**src/hdl/sps_pkg.sv**
```systemverilog
// Shared types, field widths and codes of the sorted priority stack.
`default_nettype none

package sps_pkg;

  // Field widths of the command and result words
  localparam int PAYLOAD_W = 16;
  localparam int GRADE_W   = 10;
  localparam int COURSES_W = 6;
  localparam int PRIO_W    = 16;
  localparam int COUNT_W   = 5;
  localparam int STATUS_W  = 2;

  // Command codes
  localparam logic CMD_PUSH = 1'b0;
  localparam logic CMD_POP  = 1'b1;

  // Status codes
  localparam logic [STATUS_W-1:0] ST_OK    = 2'd0;
  localparam logic [STATUS_W-1:0] ST_FULL  = 2'd1;
  localparam logic [STATUS_W-1:0] ST_EMPTY = 2'd2;

  // Cell operations
  typedef logic [1:0] cell_op_t;
  localparam cell_op_t OP_HOLD = 2'd0;
  localparam cell_op_t OP_PUSH = 2'd1;
  localparam cell_op_t OP_POP  = 2'd2;

  typedef struct packed {
    logic                 command;
    logic [PAYLOAD_W-1:0] payload;
    logic [GRADE_W-1:0]   grade_hundredths;
    logic [COURSES_W-1:0] course_count;
  } in_word_t;

  typedef struct packed {
    logic [PAYLOAD_W-1:0] front_payload;
    logic [GRADE_W-1:0]   front_grade;
    logic [COURSES_W-1:0] front_courses;
    logic [PRIO_W-1:0]    front_priority;
    logic [COUNT_W-1:0]   entry_count;
    logic                 is_empty;
    logic [STATUS_W-1:0]  status;
  } out_word_t;

  // Per-cell control: operation, occupancy and the left neighbour's compare
  typedef struct packed {
    cell_op_t op;
    logic     occ;
    logic     left_gt;
  } cell_ctl_t;

endpackage

`default_nettype wire

```
**src/hdl/sps_in_if.sv**
```systemverilog
// Command channel of the sorted priority stack.
`default_nettype none

interface sps_in_if;
  import sps_pkg::*;

  logic     valid;
  logic     ready;
  in_word_t word;

  modport source (output valid, output word, input ready);
  modport sink   (input valid, input word, output ready);
endinterface

`default_nettype wire

```
**src/hdl/sps_out_if.sv**
```systemverilog
// Result channel of the sorted priority stack.
`default_nettype none

interface sps_out_if;
  import sps_pkg::*;

  logic      valid;
  logic      ready;
  out_word_t word;

  modport source (output valid, output word, input ready);
  modport sink   (input valid, input word, output ready);
endinterface

`default_nettype wire

```
**src/hdl/sps_prio.sv**
```systemverilog
// Three-stage priority unit: weighted sum, reciprocal multiply, one-step correction.
`default_nettype none

module sps_prio #(
  parameter int MAX_GRADE_POINTS = 10,
  parameter int COURSE_TOTAL     = 30
) (
  input  logic                          clk,
  input  logic                          rst,
  input  logic                          start,
  input  logic [sps_pkg::GRADE_W-1:0]   grade,
  input  logic [sps_pkg::COURSES_W-1:0] courses,
  output logic                          done,
  output logic [sps_pkg::PRIO_W-1:0]    prio
);
  import sps_pkg::*;

  // priority = floor(num * 2^16 / DEN), num = K1*grade + K2*courses
  localparam int K1  = 3 * COURSE_TOTAL;
  localparam int K2  = 700 * MAX_GRADE_POINTS;
  localparam int DEN = 1000 * MAX_GRADE_POINTS * COURSE_TOTAL;
  localparam int NW  = $clog2(((1 << GRADE_W) - 1) * K1 + ((1 << COURSES_W) - 1) * K2 + 1);
  localparam int DW  = $clog2(DEN);
  localparam int CW  = (NW > DW) ? NW : DW;
  // Reciprocal scaled by 2^(DW+16); below 2^17 since DEN > 2^(DW-1)
  localparam int MW  = PRIO_W + 1;
  localparam logic [63:0] MVAL = (64'd1 << (DW + PRIO_W)) / 64'(DEN);

  logic              v1, v2;
  logic [NW-1:0]     num1;
  logic [DW-1:0]     num2;
  logic              sat2;
  logic [PRIO_W-1:0] qest2;

  logic [DW+MW-1:0]  prod;
  logic [MW-1:0]     qp1;
  logic [DW+MW-1:0]  back;
  logic [DW+MW-1:0]  scaled;
  logic              inc;

  // Advance the valid bits
  always_ff @(posedge clk) begin
    if (rst) begin
      v1   <= 1'b0;
      v2   <= 1'b0;
      done <= 1'b0;
    end else begin
      v1   <= start;
      v2   <= v1;
      done <= v2;
    end
  end

  // Stage one: weighted sum of the two inputs
  always_ff @(posedge clk) begin
    num1 <= NW'(grade) * NW'(K1) + NW'(courses) * NW'(K2);
  end

  // Stage two: saturation test and quotient estimate
  assign prod = (DW+MW)'(DW'(num1)) * (DW+MW)'(MW'(MVAL));

  always_ff @(posedge clk) begin
    sat2  <= CW'(num1) >= CW'(DEN);
    num2  <= DW'(num1);
    qest2 <= prod[DW +: PRIO_W];
  end

  // Stage three: raise the estimate by one where it fell short
  assign qp1    = MW'(qest2) + MW'(1);
  assign back   = (DW+MW)'(qp1) * (DW+MW)'(DEN);
  assign scaled = (DW+MW)'({num2, {PRIO_W{1'b0}}});
  assign inc    = back <= scaled;

  always_ff @(posedge clk) begin
    prio <= sat2 ? {PRIO_W{1'b1}} : qest2 + PRIO_W'(inc);
  end

endmodule

`default_nettype wire

```
**src/hdl/sps_cell.sv**
```systemverilog
// One cell of the sorted chain: holds an entry, compares, shifts with neighbours.
`default_nettype none

module sps_cell #(
  parameter int EW = 48
) (
  input  logic               clk,
  input  sps_pkg::cell_ctl_t ctl,
  input  logic [EW-1:0]      new_entry,
  input  logic [EW-1:0]      left_entry,
  input  logic [EW-1:0]      right_entry,
  output logic               gt,
  output logic [EW-1:0]      entry
);
  import sps_pkg::*;

  // Priority sits in the top bits of an entry
  assign gt = ctl.occ && (entry[EW-1 -: PRIO_W] > new_entry[EW-1 -: PRIO_W]);

  // Hold, take the new entry, take from the left on push, from the right on pop
  always_ff @(posedge clk) begin
    unique case (ctl.op)
      OP_PUSH: begin
        if (!gt) begin
          entry <= ctl.left_gt ? new_entry : left_entry;
        end
      end
      OP_POP: begin
        entry <= right_entry;
      end
      default: begin
        entry <= entry;
      end
    endcase
  end

endmodule

`default_nettype wire

```
**src/hdl/sorted_priority_stack.sv**
```systemverilog
// Top level of the sorted priority stack: control, priority unit and cell chain.
`default_nettype none

//  channel | dir | word        | accepted when
//  --------+-----+-------------+-----------------------
//  req     | in  | in_word_t   | req.valid & req.ready
//  rsp     | out | out_word_t  | rsp.valid & rsp.ready
//
//  A command's result word is registered after the three priority stages (the
//  first loads at the accepting edge), the cell chain update and the output
//  register load, which waits while a stalled result is not yet taken; req.ready
//  stays low from acceptance until the result is registered, so a new command
//  is accepted only after the previous result word is registered.
//  Synchronous reset empties the stack and holds req.ready low; cells keep data.
//  A stalled result holds in the output register while the next command runs.

module sorted_priority_stack #(
  parameter int DEPTH            = 16,
  parameter int MAX_GRADE_POINTS = 10,
  parameter int COURSE_TOTAL     = 30,
  parameter int PAYLOAD_WIDTH    = 16
) (
  input  logic      clk,
  input  logic      rst,
  sps_in_if.sink    req,
  sps_out_if.source rsp
);
  import sps_pkg::*;

  localparam int SW   = (PAYLOAD_WIDTH < PAYLOAD_W) ? PAYLOAD_WIDTH : PAYLOAD_W;
  localparam int EW   = PRIO_W + SW + GRADE_W + COURSES_W;
  localparam int CNTW = $clog2(DEPTH + 1);

  logic                busy;
  logic                pend;
  in_word_t            held;
  logic [CNTW-1:0]     count;
  logic [CNTW-1:0]     count_next;
  logic [STATUS_W-1:0] st;
  logic [STATUS_W-1:0] st_next;
  cell_op_t            op;
  logic                accept;
  logic                load;
  logic                prio_done;
  logic [PRIO_W-1:0]   prio;
  logic [EW-1:0]       new_entry;
  logic [EW-1:0]       entries [DEPTH];
  logic [DEPTH-1:0]    gt;
  logic [EW-1:0]       front;
  logic                nonempty;

  assign req.ready = !busy && !rst;
  assign accept    = req.valid && req.ready;
  assign load      = pend && (!rsp.valid || rsp.ready);

  // Capture the command word
  always_ff @(posedge clk) begin
    if (accept) begin
      held <= req.word;
    end
  end

  sps_prio #(
    .MAX_GRADE_POINTS (MAX_GRADE_POINTS),
    .COURSE_TOTAL     (COURSE_TOTAL)
  ) u_prio (
    .clk     (clk),
    .rst     (rst),
    .start   (accept),
    .grade   (req.word.grade_hundredths),
    .courses (req.word.course_count),
    .done    (prio_done),
    .prio    (prio)
  );

  // Decide the chain operation, new count and status
  always_comb begin
    op         = OP_HOLD;
    count_next = count;
    st_next    = ST_OK;
    if (held.command == CMD_PUSH) begin
      if (count == CNTW'(DEPTH)) begin
        st_next = ST_FULL;
      end else begin
        op         = OP_PUSH;
        count_next = count + CNTW'(1);
      end
    end else if (count == '0) begin
      st_next = ST_EMPTY;
    end else begin
      op         = OP_POP;
      count_next = count - CNTW'(1);
    end
  end

  assign new_entry = {prio, SW'(held.payload), held.grade_hundredths, held.course_count};

  // Chain of cells, cell 0 at the front
  for (genvar i = 0; i < DEPTH; i++) begin : g_cell
    cell_ctl_t     ctl;
    logic [EW-1:0] left_e;
    logic [EW-1:0] right_e;

    assign ctl.op  = prio_done ? op : OP_HOLD;
    assign ctl.occ = CNTW'(i) < count;

    if (i == 0) begin : g_first
      assign ctl.left_gt = 1'b1;
      assign left_e      = new_entry;
    end else begin : g_mid
      assign ctl.left_gt = gt[i-1];
      assign left_e      = entries[i-1];
    end

    if (i == DEPTH - 1) begin : g_last
      assign right_e = entries[i];
    end else begin : g_inner
      assign right_e = entries[i+1];
    end

    sps_cell #(
      .EW (EW)
    ) u_cell (
      .clk         (clk),
      .ctl         (ctl),
      .new_entry   (new_entry),
      .left_entry  (left_e),
      .right_entry (right_e),
      .gt          (gt[i]),
      .entry       (entries[i])
    );
  end

  // Sequence one command through priority, update and output
  always_ff @(posedge clk) begin
    if (rst) begin
      busy      <= 1'b0;
      pend      <= 1'b0;
      count     <= '0;
      rsp.valid <= 1'b0;
    end else begin
      if (accept) begin
        busy <= 1'b1;
      end
      if (prio_done) begin
        count <= count_next;
        pend  <= 1'b1;
      end
      if (load) begin
        pend      <= 1'b0;
        busy      <= 1'b0;
        rsp.valid <= 1'b1;
      end else if (rsp.ready) begin
        rsp.valid <= 1'b0;
      end
    end
  end

  // Hold the status until the result word is loaded
  always_ff @(posedge clk) begin
    if (prio_done) begin
      st <= st_next;
    end
  end

  assign front    = entries[0];
  assign nonempty = count != '0;

  // Load the result word from the front cell
  always_ff @(posedge clk) begin
    if (load) begin
      rsp.word.front_payload  <= nonempty ? PAYLOAD_W'(front[GRADE_W+COURSES_W +: SW]) : '0;
      rsp.word.front_grade    <= nonempty ? front[COURSES_W +: GRADE_W] : '0;
      rsp.word.front_courses  <= nonempty ? front[COURSES_W-1:0] : '0;
      rsp.word.front_priority <= nonempty ? front[EW-1 -: PRIO_W] : '0;
      rsp.word.entry_count    <= COUNT_W'(count);
      rsp.word.is_empty       <= !nonempty;
      rsp.word.status         <= st;
    end
  end

endmodule

`default_nettype wire
```
**src/flat_wrapper.sv**
```systemverilog
// flat-port wrapper written by rule: the top's interface ports become plain ports
module sorted_priority_stack_flat import sps_pkg::*;
#(
  parameter int DEPTH            = 16,
  parameter int MAX_GRADE_POINTS = 10,
  parameter int COURSE_TOTAL     = 30,
  parameter int PAYLOAD_WIDTH    = 16
)
  (clk, rst, req_valid, req_word, req_ready, rsp_valid, rsp_word, rsp_ready);
  sps_in_if req_i ();
  sps_out_if rsp_i ();
  input  logic clk;
  input  logic rst;
  input wire logic [$bits(req_i.valid)-1:0] req_valid;
  input wire logic [$bits(req_i.word)-1:0] req_word;
  output wire logic [$bits(req_i.ready)-1:0] req_ready;
  output wire logic [$bits(rsp_i.valid)-1:0] rsp_valid;
  output wire logic [$bits(rsp_i.word)-1:0] rsp_word;
  input wire logic [$bits(rsp_i.ready)-1:0] rsp_ready;
  assign req_i.valid = req_valid;
  assign req_i.word = req_word;
  assign req_ready = req_i.ready;
  assign rsp_valid = rsp_i.valid;
  assign rsp_word = rsp_i.word;
  assign rsp_i.ready = rsp_ready;
  sorted_priority_stack #(.DEPTH(DEPTH), .MAX_GRADE_POINTS(MAX_GRADE_POINTS), .COURSE_TOTAL(COURSE_TOTAL), .PAYLOAD_WIDTH(PAYLOAD_WIDTH)) u_core (.clk(clk), .rst(rst), .req(req_i), .rsp(rsp_i));
endmodule
```
**config.mk**
```make
export PLATFORM = sky130hd
export DESIGN_NAME = sorted_priority_stack_flat
export DESIGN_NICKNAME = d
export VERILOG_FILES = /design/src/hdl/sps_pkg.sv /design/src/hdl/sps_in_if.sv /design/src/hdl/sps_out_if.sv /design/src/hdl/sps_prio.sv /design/src/hdl/sps_cell.sv /design/src/hdl/sorted_priority_stack.sv /design/src/flat_wrapper.sv
export SDC_FILE = /design/constraint.sdc
export NUM_CORES = 2
export LEC_CHECK = 0
export BUFFER_PORTS_ARGS = -buffer_cell sky130_fd_sc_hd__buf_2
export CAP_MARGIN = 10
export CORE_ASPECT_RATIO = 1.1
export CORE_UTILIZATION = 40
export DETAILED_ROUTE_END_ITERATION = 12
export GPL_TIMING_DRIVEN = 1
export PLACE_DENSITY = 0.6
export SYNTH_ARGS = -nofsm -noshare
export SYNTH_HDL_FRONTEND = slang
export SYNTH_SLANG_ARGS = --single-unit
```
**constraint.sdc**
```tcl
create_clock -name clk -period 9.6 [get_ports clk]
set_input_delay 0 -clock clk [delete_from_list [all_inputs] [get_ports clk]]
set_output_delay 0 -clock clk [all_outputs]
set_load 0.02 [all_outputs]
```
* Word level (Yosys, flattened, before mapping)
Cells that the tools add are included.
Cells by class: add/sub/neg operators 5, multiply operators 4, order comparisons 34, equal/unequal tests 20, multiplexer cells 57, bitwise logic cells 1, reductions and logical operators 46
Operators with widths (count):
- 48-bit 2-to-1 mux | 30
- 48-bit case mux with 2 select lines | 15
- 16-bit > comparator | 16
- 4-bit by 5-bit less-than comparator with 1-bit output (first input constant) | 8
- 36-bit by 35-bit <= comparator with 1-bit output | 1
- 19-bit by 15-bit multiplier with 33-bit output (second input constant) | 1
- 2-bit inequality test (second input constant) | 16
- 2-bit AND reduction | 16
- 17-bit by 14-bit multiplier with 31-bit output (second input constant) | 1
- 17-bit by 19-bit adder with 20-bit output | 1
- 20-bit by 19-bit >= comparator with 1-bit output (second input constant) | 1
- 3-bit by 5-bit less-than comparator with 1-bit output (first input constant) | 4
- 1-bit logical AND | 19
- 16-bit by 1-bit adder with 17-bit output (second input constant) | 1
- 16-bit by 1-bit adder with 16-bit output | 1
- 10-bit by 6-bit multiplier with 16-bit output (second input constant) | 1
- 6-bit by 10-bit multiplier with 16-bit output (second input constant) | 1
- 5-bit 2-to-1 mux | 3
- 1-bit by 5-bit less-than comparator with 1-bit output (first input constant) | 2
- 2-bit by 5-bit less-than comparator with 1-bit output (first input constant) | 2
- 2-bit 2-to-1 mux | 5
- 5-bit by 1-bit adder with 5-bit output (second input constant) | 1
- 5-bit == test (second input constant) | 1
- 5-bit zero test | 1
- other kinds (12) | 19
Storage, ports and cells: bits in registers 942, input bits 37, output and inout bits 58, word-level logic and storage cells 207

* Depth between registers and ports, before layout
depth in word-level cells 7, depth in mapped cells 45, mapped depth without buffers 43

* Modules after synthesis
Synthesis repeated with hierarchy kept, for this count alone.
Second synthesis, totals: cell total of the unflattened synthesis 6150, area, all modules 65456.5 um^2
By module, submodules not included:
- sps_cell | instances 16, cells each 274, area each 2937.8 um^2, sequential area each 1441.4 um^2
- sps_prio | instances 1, cells each 1536, area each 14737.9 um^2, sequential area each 1461.4 um^2
- sorted_priority_stack | instances 1, cells each 230, area each 3713.6 um^2, sequential area each 2892.8 um^2

* Worst setup path after synthesis
No wires, ideal clock.
path type register to register, start point reg u_core.u_prio.qest2[7], end point reg u_core.u_prio.prio[14] (netlist name), library setup time 117 ps, data arrival time 9224 ps, required time 9483 ps, path slack 259 ps, stages on the path, launching flop included 44, buffers on the path 2, period minus slack after synthesis 9341 ps, cell sequence dfxtp_1 -> clkbuf_1 -> and3_1 -> and3_1 -> and3_1 -> nand3_1 -> nor2_1 -> nand2_1 -> xnor2_1 -> fa_1 -> fa_1 -> ha_1 -> inv_1 -> fa_1 -> fa_1 -> fa_1 -> inv_1 -> ha_1 -> (+8 left out) -> a21oi_2 -> xnor2_1 -> ha_1 -> nand4_1 -> nor2_1 -> nand2_1 -> nor4_1 -> o2111ai_1 -> a2111oi_0 -> nor3_1 -> nor2_1 -> ha_1 -> ha_1 -> nand2_1 -> nor3_1 -> nand3_1 -> xor2_1 -> nand2b_1
On the way: word-level cells in the longest chain between the ends 4
RTL lines:
- start: declaration | RTL line sps_prio.sv:33 | logic [PRIO_W-1:0] qest2;
- start signal: assignment | RTL line sps_prio.sv:65 | qest2 <= prod[DW +: PRIO_W];
- 16-bit by 1-bit adder with 17-bit output | RTL line sps_prio.sv:69 | assign qp1 = MW'(qest2) + MW'(1);
- 17-bit by 14-bit multiplier with 31-bit output | RTL line sps_prio.sv:70 | assign back = (DW+MW)'(qp1) * (DW+MW)'(DEN);
- 36-bit by 35-bit <= comparator with 1-bit output | RTL line sps_prio.sv:72 | assign inc = back <= scaled;
- 16-bit by 1-bit adder with 16-bit output * | RTL line sps_prio.sv:75 | prio <= sat2 ? {PRIO_W{1'b1}} : qest2 + PRIO_W'(inc);
- end signal: assignment | RTL line sps_prio.sv:75
- end: declaration | RTL line sps_prio.sv:14 | output logic [sps_pkg::PRIO_W-1:0] prio
Mark *: on every way between the ends. The rest lies on a longest branch, timed or not. A chain may end at the register's enable or synchronous reset.

* Worst setup path in the final report
start point reg u_core.u_prio.qest2[8], end point reg u_core.u_prio.prio[12] (netlist name)
Same word-level chain as after synthesis.

==> impl_metrics.yaml <==
clocking:
  cts_tree: "yes"
  numClockSinks: 940
  root_buffer: "clkbuf_16"
  clockBufferDepth: 3
  h-tree-depth: 3
  clkLatencyLatePin_ns: 0.71
  cts_buffers: 103
  clk_pin_slew_ns: 0.06
sta:
  worst_pin_slew_ns: 1.15
  clock_skew_ns: 0.0296
  final.setup.tns_ns: 0
  hold_viol_final: 0
  finalSetupViolCount: 0
  drv_slew: 0
  rsz0062_at_grt: "no"
  final.period_utilization: 0.942
  fin_ws_ns: 0.553
  min_period_ns: 9.05
  relSlewSlack: 0.234
  clock.fmax_mhz: 111
synth:
  yosysTopAreaCellShare: 0.416
  synth_flop_cell: "edfxtp_1"
  yosys-top-cells-area: "edfxtp_1 (42%), ha_1 (12%), mux2i_1 (11%)"
  seq_area_frac_synth: 0.443
  ys_types: 65
  ys_async_sr_fraction: 0
  syn_nets: 6568
  yosysTopAreaCell: "edfxtp_1"
  avgSynthCellArea_um2: 10.8
  yosys_warnings: 0
  synth-edff-count: 859
  syn_inst: 5732
  synth_area_um2: 61900
  yosys_register_bits: 940
route:
  ant_nets: 0
  vias: 42955
  post_drt_wl_per_cell_um: 21.0
  routed.top_layer: "met4"
  drt-met1-wl_mm: 77.7
  routed_wl_mm: 167
  drtIter0Drc: 3675
  vias_per_cell: 5.39
  wl_met3_mm: 7.00
  drc_errors: 0
  dr.pass1.iters: 6
  routed-wl-met2_mm: 79.3
place:
  place_congestion: 0.873
  io_buffer_count: 94
  hpwl_mm: 114
  post-place-ws_ns: -0.477
global_routing:
  grt_pass1_wl_mm: 257
  grtUsageTotal: 0.213
  grt_max_degree: 279
  grt_overflow: 0
  antenna_found_initial: 4
  grt_pass1_vias: 42683
final_layout:
  area_growth_pct: 12.3
  fin_nets: 6649
  fill_cells: 14522
  layout-drive-gt1-share: 0.0952
setup_path:
  start_kind: "register"
  cp_slowest_cell: "fa_1"
  critical_path_class: "register to register"
  critPathMaxFanout: 5
  cp_data_required_time_ns: 10.20
  cp-end-kind: "register"
  crit_arrival_ns: 9.65
  critPathMaxStageDelay_ns: 0.55
run:
  cap_violations: 0
floorplanning:
  die_y_um: 415
  rows: 151
  die_area_um2: 156000
  start_util: 0.403
  coreArea_um2: 154000
  die_w_um: 377
  pin_count: 95
outcome:
  status: "finished clean"
worst_hold_path:
  hp-class: "input pin to register"
==> layout by cell type (no fill, tap or decap), types with 52 or more instances in the layout <==
cell         n
edfxtp_1   859
buf_4      136
nand2_1    860
nor2_1     102
clkbuf_16  109
mux2i_1    656
nand4_1     66
buf_2       94
inv_1      441
o21ai_0    744
dfxtp_1     77
and2_1      52
a21o_1      90
ha_1       568
a21oi_1    146
fa_1       218
xnor2_1     72
==> cells in the mapped netlist (54+ instances only) <==
library cell / n
and2_1: 54
clkbuf_1: 229
nor2_1: 116
nand4_1: 66
mux2i_1: 656
ha_1: 581
edfxtp_1: 859
xnor2_1: 74
dfxtp_1: 81
a21oi_1: 146
nand2_1: 865
fa_1: 218
o21ai_0: 756
inv_1: 450
a21o_1: 93
==> logic make-up (layout without fill, tap and decap cells) <==
logic type,after synthesis,count (layout),synth area share
and+or+nand+nor,1259,1259,0.0865
buffers and inverters,760,931,0.0474
xor gates and xnor gates,110,110,0.0156
other,0,4,0
DFF,940,940,0.443
AOI/OAI and AO/OA,1159,1159,0.105
adders and majority gates,799,799,0.188
muxes,705,705,0.115
==> metrics by stage <==
stage | area (um^2) | util | hold WS (ns) | cells
3_3_place_gp | 65100 | 0.423 | 0.169 | 7716
4_1_cts | 69100 | 0.449 | 0.00533 | 7958
2_1_floorplan | 61900 | - | 0.0277 | 5732
5_1_grt | 69600 | 0.452 | 0.0375 | 7969
3_5_place_dp | 65100 | 0.423 | 0.173 | 7716
6_report | 69600 | 0.452 | 0.0546 | 7972
==> final timing paths <==
check,start,to,slack [ns],cells after the start
min,req_valid,u_core.u_prio.v1,0.05,3
max,u_core.u_prio.qest2[8],u_core.u_prio.prio[12],0.55,45
min reg2reg,u_core.st[0],u_core.rsp.word[0],0.43,0
max reg2reg,u_core.u_prio.qest2[8],u_core.u_prio.prio[12],0.55,45
==> flip-flops by register name (all words and copies together), names as in the netlist, 2 cells and up <==
| signal | cells |
|---|---|
| u_core.count | 5 |
| u_core.g_cell.left_e | 32 |
| u_core.g_cell.u_cell.entry | 768 |
| u_core.rsp.word | 56 |
| u_core.st | 2 |
| u_core.u_prio.num1 | 19 |
| u_core.u_prio.num2 | 18 |
| u_core.u_prio.prio | 16 |
| u_core.u_prio.qest2 | 16 |
==> metal layers <==
layer	vias to the layer above	GRT usage
met2	987	0.344
met4	0	0.0544
met3	185	0.0199
li1	20521	-
met5	-	0
met1	21262	0.304
==> critical path: cells and delay by family (launching register included) <==
kind	cells	cell delay, ns
AO/OA/AOI/OAI	9	2.01
XOR/XNOR	4	0.44
adder cells (fa/ha/maj)	10	3.59
buffers and inverters	8	0.78
flip-flops	1	0.34
AND/OR/NAND/NOR	14	1.79
==> what timing repair did <==
action | 4_1_cts | 5_1_grt
setup buffers | 0 | 10
hold buffers | 47 | 0
hold endpoints to repair | 58 | 0
pin swaps | 6 | 29
resized for setup | 8 | 83
endpoints found under the setup margin | 15 | 16
==> cell type report <==
cell class / instances / area, um^2 / share of cell area
inverter: 451 / 1700 / 0.0244
tap: 2065 / 2580 / 0.0371
clock buffer: 135 / 2900 / 0.0416
timing repair buffer: 285 / 2080 / 0.0299
clock inverter: 60 / 607 / 0.00872
multi-input combinational: 4032 / 32300 / 0.464
antenna: 4 / 10.0 / 0.000144
sequential: 940 / 27400 / 0.394
Power is not shown: default switching activity piles up to over one toggle a cycle in this logic, so the estimate is an artifact.
